--- src/hdl/sgx_pkg.sv ---
package sgx_pkg;

    localparam int MAX_WIDTH_DEF    = 1024;
    localparam int MAX_CHANNELS_DEF = 4;
    localparam int ROW_LIMIT        = 4096;
    localparam int CH_W             = 8;
    localparam int GRAD_W           = 11;
    localparam int COL_W            = 10;
    localparam int ROW_W            = 12;
    localparam int WIDTH_REG_W      = 11;
    localparam int HEIGHT_REG_W     = 13;
    localparam int CHAN_REG_W       = 3;
    localparam int CFG_ADDR_W       = 2;
    localparam int CFG_DATA_W       = 13;

    localparam logic [CFG_ADDR_W-1:0] REG_WIDTH    = 2'd0;
    localparam logic [CFG_ADDR_W-1:0] REG_HEIGHT   = 2'd1;
    localparam logic [CFG_ADDR_W-1:0] REG_CHANNELS = 2'd2;

    localparam logic [WIDTH_REG_W-1:0]  WIDTH_RESET    = 11'd640;
    localparam logic [HEIGHT_REG_W-1:0] HEIGHT_RESET   = 13'd480;
    localparam logic [CHAN_REG_W-1:0]   CHANNELS_RESET = 3'd1;

    // three rows of one channel of one column
    typedef struct packed {
        logic [CH_W-1:0] top;
        logic [CH_W-1:0] mid;
        logic [CH_W-1:0] bot;
    } sgx_col_t;

    // control for one result out of the issue stage
    typedef struct packed {
        logic             lower;
        logic             top_mirror;
        logic [COL_W-1:0] col;
        logic [ROW_W-1:0] row;
        logic             last;
    } sgx_ctl_t;

endpackage

--- src/hdl/sgx_lane.sv ---
module sgx_lane
    import sgx_pkg::*;
(
    input  logic                     lower,
    input  logic                     top_mirror,
    input  sgx_col_t                 lc,
    input  sgx_col_t                 mc,
    input  sgx_col_t                 rc,
    output logic signed [GRAD_W-1:0] gx,
    output logic signed [GRAD_W-1:0] gy
);

    logic signed [GRAD_W-1:0] a0, a1, a2, b0, b2, d0, d1, d2;

    always_comb
    begin
        if (lower)
        begin
            a0 = GRAD_W'(lc.mid); a1 = GRAD_W'(lc.bot); a2 = GRAD_W'(lc.mid);
            b0 = GRAD_W'(mc.mid); b2 = GRAD_W'(mc.mid);
            d0 = GRAD_W'(rc.mid); d1 = GRAD_W'(rc.bot); d2 = GRAD_W'(rc.mid);
        end
        else
        begin
            a0 = top_mirror ? GRAD_W'(lc.bot) : GRAD_W'(lc.top);
            a1 = GRAD_W'(lc.mid); a2 = GRAD_W'(lc.bot);
            b0 = top_mirror ? GRAD_W'(mc.bot) : GRAD_W'(mc.top);
            b2 = GRAD_W'(mc.bot);
            d0 = top_mirror ? GRAD_W'(rc.bot) : GRAD_W'(rc.top);
            d1 = GRAD_W'(rc.mid); d2 = GRAD_W'(rc.bot);
        end
        gx = (d0 - a0) + ((d1 - a1) <<< 1) + (d2 - a2);
        gy = (a2 - a0) + ((b2 - b0) <<< 1) + (d2 - d0);
    end

endmodule

--- config.mk ---
export PLATFORM = sky130hd
export DESIGN_NAME = sgx_lane
export DESIGN_NICKNAME = d
export VERILOG_FILES = /design/src/hdl/sgx_pkg.sv /design/src/hdl/sgx_lane.sv
export SDC_FILE = /design/constraint.sdc
export NUM_CORES = 1
export LEC_CHECK = 0
export BUFFER_PORTS_ARGS = -buffer_cell sky130_fd_sc_hd__buf_2
export CORE_MARGIN = 10
export CORE_UTILIZATION = 45
export DETAILED_ROUTE_END_ITERATION = 16
export GPL_TIMING_DRIVEN = 0
export PLACE_DENSITY = 0.7
export REMOVE_ABC_BUFFERS = 1
export SETUP_SLACK_MARGIN = 0.02
export SYNTH_ARGS = -nofsm -noshare
export SYNTH_HDL_FRONTEND = slang
export SYNTH_SLANG_ARGS = --single-unit
export TNS_END_PERCENT = 50
--- constraint.sdc ---
create_clock -name vclk -period 14.15
set_clock_uncertainty 0.2 [all_clocks]
set_input_delay 2.1225 -clock vclk [all_inputs]
set_output_delay 2.1225 -clock vclk [all_outputs]
set_load 0.01 [all_outputs]
**Yosys cells after proc, flatten, opt, wreduce, memory -nomap -nowiden**

Cells that the tools add are included.

- Logic and storage cells: 21
- Output and inout port bits: 22
- Bits in registers: 0
- Input port bits: 74

- Add/sub/neg operators: 10
- Multiplexer cells: 11

Operators by type and width:

| kind | count |
|---|---|
| 8-bit two-way mux | 11 |
| 11-bit adder | 4 |
| 11-bit subtractor | 3 |
| 10-bit subtractor | 2 |
| 11-bit by 9-bit subtractor with 11-bit output | 1 |

**Longest topological paths before layout**

- Depth in word-level cells: 5
- Depth in mapped cells: 21
- Mapped depth without buffers: 18

**Least setup slack after synthesis**

No wires, ideal clock.

- Kind: input to output
- From: input lower
- To: output gx[10]
- Data required time: 11827 ps
- Stages: 17
- Path buffers: 3
- Arrival time: 6373 ps
- Path slack: 5455 ps
- Path through: clkbuf_1 -> clkbuf_1 -> clkbuf_1 -> o21ai_0 -> fa_1 -> inv_1 -> fa_1 -> inv_1 -> fa_1 -> inv_1 -> ha_1 -> a211oi_1 -> o21ai_1 -> a21oi_1 -> a21oi_1 -> a211oi_1 -> xnor3_1

- Longest elaborated chain between the ends: 4
- Elaborated cells between the ends (all ways): 11
- Those cells by class: add/sub: 5; mux: 6

Ends and longest elaborated chain:

| element | RTL line | source |
|---|---|---|
| start: declaration | sgx_lane.sv:4 | `input logic lower,` |
| 8-bit two-way mux | sgx_lane.sv:17 | `if (lower)` |
| 11-bit subtractor or 10-bit subtractor (tied branches) | sgx_lane.sv:32 | `gx = (d0 - a0) + ((d1 - a1) <<< 1) + (d2 - a2);` |
| 11-bit adder | sgx_lane.sv:32 |  |
| 11-bit adder (*) | sgx_lane.sv:32 |  |
| end: declaration | sgx_lane.sv:9 | `output logic signed [GRAD_W-1:0] gx,` |

Mark *: on every way between the ends. The rest lies on a longest branch, timed or not.

**Worst setup path in the final report**

- From: input top_mirror
- To: output gx[10]

- Longest elaborated chain between the ends: 5
- Elaborated cells between the ends (all ways): 7
- Those cells by class: add/sub: 3; mux: 4

Ends and longest elaborated chain:

| element | RTL line | source |
|---|---|---|
| start: declaration | sgx_lane.sv:5 | `input logic top_mirror,` |
| 8-bit two-way mux, on equally long branches | sgx_lane.sv:29, sgx_lane.sv:25 |  |
| 8-bit two-way mux | sgx_lane.sv:17 |  |
| 11-bit subtractor (*) | sgx_lane.sv:32 |  |
| 11-bit adder (*) (2 in a row) | sgx_lane.sv:32 |  |

Marks and branches as above.

==> results.py <==
metrics = {
    "status": {
        "outcome": "completed",
    },
    "final_layout": {
        "syn_to_final_growth_pct": 15.1,
        "flops_and_latches": 0,
        "multi_input_area_mm2": 0.00322,
        "num-nets-final": 718,
        "clock_buffer_count": 0,
        "num_antenna_cells": 0,
        "finish.utilization_pct": 52.6,
        "share_of_post_route_cells_with_drive_strength_above_1_pct": 19.5,
        "ff_latch_area_um2": 0,
        "fill_cells": 813,
    },
    "sta": {
        "worst_slew_pin_slew_ns": 0.877,
        "maxSlewHeadroom_pct": 41.6,
        "post_layout_min_period_ns": 9.16,
        "setup_viol": 0,
        "hold_viol_final": 0,
        "timing.setup.tns_ns": 0,
        "fmax_ghz": 0.109,
        "slew_viol_final": 0,
        "holdWs_ns": 4.65,
        "finalCritPeriodShare_pct": 64.7,
        "rsz0062_at_grt": "no",
    },
    "synth": {
        "synth_seq_area_share_pct": 0,
        "netlist_top_cells_area": "sky130_fd_sc_hd__fa_1, sky130_fd_sc_hd__ha_1, sky130_fd_sc_hd__inv_1",
        "share_of_yosys_cell_area_claimed_by_the_top_area_cell_type_pct": 24.8,
        "syn_area_per_cell_um2": 7.96,
        "synth.yosys.warnings": 0,
        "synthCells": 467,
        "synth_area_leader_cell": "sky130_fd_sc_hd__fa_1",
        "syn_area_mm2": 0.00372,
        "commonest_cells_in_the_synthesized_netlist": "sky130_fd_sc_hd__inv_1, sky130_fd_sc_hd__fa_1, sky130_fd_sc_hd__ha_1",
        "synthDistinctLibCells": 39,
        "most_instantiated_library_cell_after_synthesis": "sky130_fd_sc_hd__inv_1",
    },
    "setup_path": {
        "cp_data_required_time_ns": 11.83,
        "cp_data_arrival_time_ns": 6.83,
        "cp_capture_type": "output pin",
        "path_max_fanout": 25,
        "critPathKind": "in2out",
        "startpoint_type": "input port",
    },
    "placement": {
        "place_hpwl_um": 7350,
        "io_buffers": 96,
        "gp_congestion": 0.872,
    },
    "detailed_routing": {
        "wl_per_cell_um": 12.6,
        "route.detailed.vias_per_inst": 4.92,
        "drc_errors": 0,
        "via_count": 3221,
        "route.final.wire_length_um": 8280,
        "drt_first_pass_iters": 4,
        "first_iter_violations": 104,
        "antenna_violating_nets_post_route": 0,
    },
    "hold_path": {
        "holdCritPathClass": "in2out",
        "hold-path-cell-count": 5,
    },
    "global_routing": {
        "grt-ovfl-total": 0,
        "number_of_antenna_violations_at_the_first_check_in_global_routing": 0,
        "grt_start_max_net_pins": 90,
        "grt_first_pass_wirelength_um": 14300,
        "number_of_global_route_vias_before_repair": 3245,
        "grt.total_usage_pct": 13.0,
    },
    "clock_tree": {
        "cts_resized": 0,
        "ctsHoldBuffers": 0,
        "cts_setup_buffers": 0,
    },
    "pwr": {
        "p_leak_uw": 0.00242,
        "cellPowerDensity_mw_per_mm2": 185,
        "ir_drop_mv": 0.140,
    },
    "run": {
        "max_cap_viol_count": 0,
    },
    "floorplanning": {
        "fp.dieArea_mm2": 0.0123,
        "io_pins": 96,
        "placementRows": 33,
        "chipWidth_um": 111,
        "placeableCoreArea_mm2": 0.00813,
        "die_height_um": 111,
        "initial_utilization_pct": 45.7,
    },
}
==> logic make-up (layout without fill, tap and decap cells) <==
family | count (synthesis) | in the layout | share of synthesized area, %
AOI/OAI and AO/OA | 102 | 102 | 17.5
and+or+nand+nor | 66 | 66 | 8.58
buffers and inverters | 131 | 214 | 13.3
muxes | 48 | 48 | 13.4
adders and majority gates | 92 | 92 | 40.3
xor gates and xnor gates | 28 | 28 | 6.97
==> cell type report <==
type                       instances  share of cell area [%]
inverter                         118                    10.3
multi-input combinational        336                    75.3
tap                              105                    3.07
timing repair buffer              96                    11.3
==> where the power goes <==
group | internal, uW | total [uW] | switching (uW)
logic | 355 | 793 | 438
clock network | 0 | 0 | 0
registers | 0 | 0 | 0
total | 355 | 793 | 438
==> placed cells by master, fill, tap and decap left out, types with 2 or more instances in the layout <==
master	count
sky130_fd_sc_hd__o21ai_0	21
sky130_fd_sc_hd__xor2_1	11
sky130_fd_sc_hd__o21a_1	25
sky130_fd_sc_hd__o211ai_1	3
sky130_fd_sc_hd__ha_1	46
sky130_fd_sc_hd__mux2_2	8
sky130_fd_sc_hd__a21oi_1	23
sky130_fd_sc_hd__o21ai_1	11
sky130_fd_sc_hd__nand2b_1	5
sky130_fd_sc_hd__mux2i_1	34
sky130_fd_sc_hd__nor2b_1	5
sky130_fd_sc_hd__xnor2_1	16
sky130_fd_sc_hd__o21bai_1	2
sky130_fd_sc_hd__buf_2	95
sky130_fd_sc_hd__mux2_1	6
sky130_fd_sc_hd__fa_1	46
sky130_fd_sc_hd__inv_1	118
sky130_fd_sc_hd__a21o_1	7
sky130_fd_sc_hd__a211oi_1	3
sky130_fd_sc_hd__nor2_1	17
sky130_fd_sc_hd__nand4_1	3
sky130_fd_sc_hd__nand2_1	24
sky130_fd_sc_hd__a21boi_1	2
sky130_fd_sc_hd__nor3_1	4
==> worst max-delay path, cell delays in order <==
cell	delay, ns
sky130_fd_sc_hd__buf_2	0.61
sky130_fd_sc_hd__mux2i_1	0.26
sky130_fd_sc_hd__o21ai_0	0.18
sky130_fd_sc_hd__fa_1	0.57
sky130_fd_sc_hd__inv_1	0.08
sky130_fd_sc_hd__fa_1	0.55
sky130_fd_sc_hd__inv_1	0.06
sky130_fd_sc_hd__fa_1	0.59
sky130_fd_sc_hd__inv_1	0.06
sky130_fd_sc_hd__ha_1	0.31
sky130_fd_sc_hd__a211oi_1	0.26
sky130_fd_sc_hd__o21ai_1	0.12
sky130_fd_sc_hd__a21oi_1	0.29
sky130_fd_sc_hd__a21oi_1	0.12
sky130_fd_sc_hd__a211oi_1	0.25
sky130_fd_sc_hd__xnor3_1	0.25
sky130_fd_sc_hd__buf_2	0.15
==> per-stage QoR <==
step | power [uW] | worst slack, ns | cells | area (um2)
after floorplan | 564 | 6.21 | 454 | 3670
after global placement | 797 | 4.49 | 655 | 4280
after detailed placement | 811 | 4.42 | 655 | 4280
after CTS | 816 | 4.40 | 655 | 4280
after global routing | 902 | 4.65 | 655 | 4280
final | 793 | 4.99 | 655 | 4280
==> path summary, 6_finish.rpt <==
path	startpoint	to
worst max-delay path	top_mirror	gx[10]
worst min-delay path	lc[9]	gy[0]
==> metal layers <==
| metal | share of wire, % | global-route usage, % | vias to the layer above |
|---|---|---|---|
| met2 | 50 | 24.3 | 75 |
| met3 | 4.9 | 1.52 | 6 |
| met5 | 0 | 0 | - |
| li1 | - | - | 1669 |
| met4 | 0.89 | 1.13 | 0 |
| met1 | 45 | 16.0 | 1471 |
Note: power is estimated with default switching activity, not from simulation.
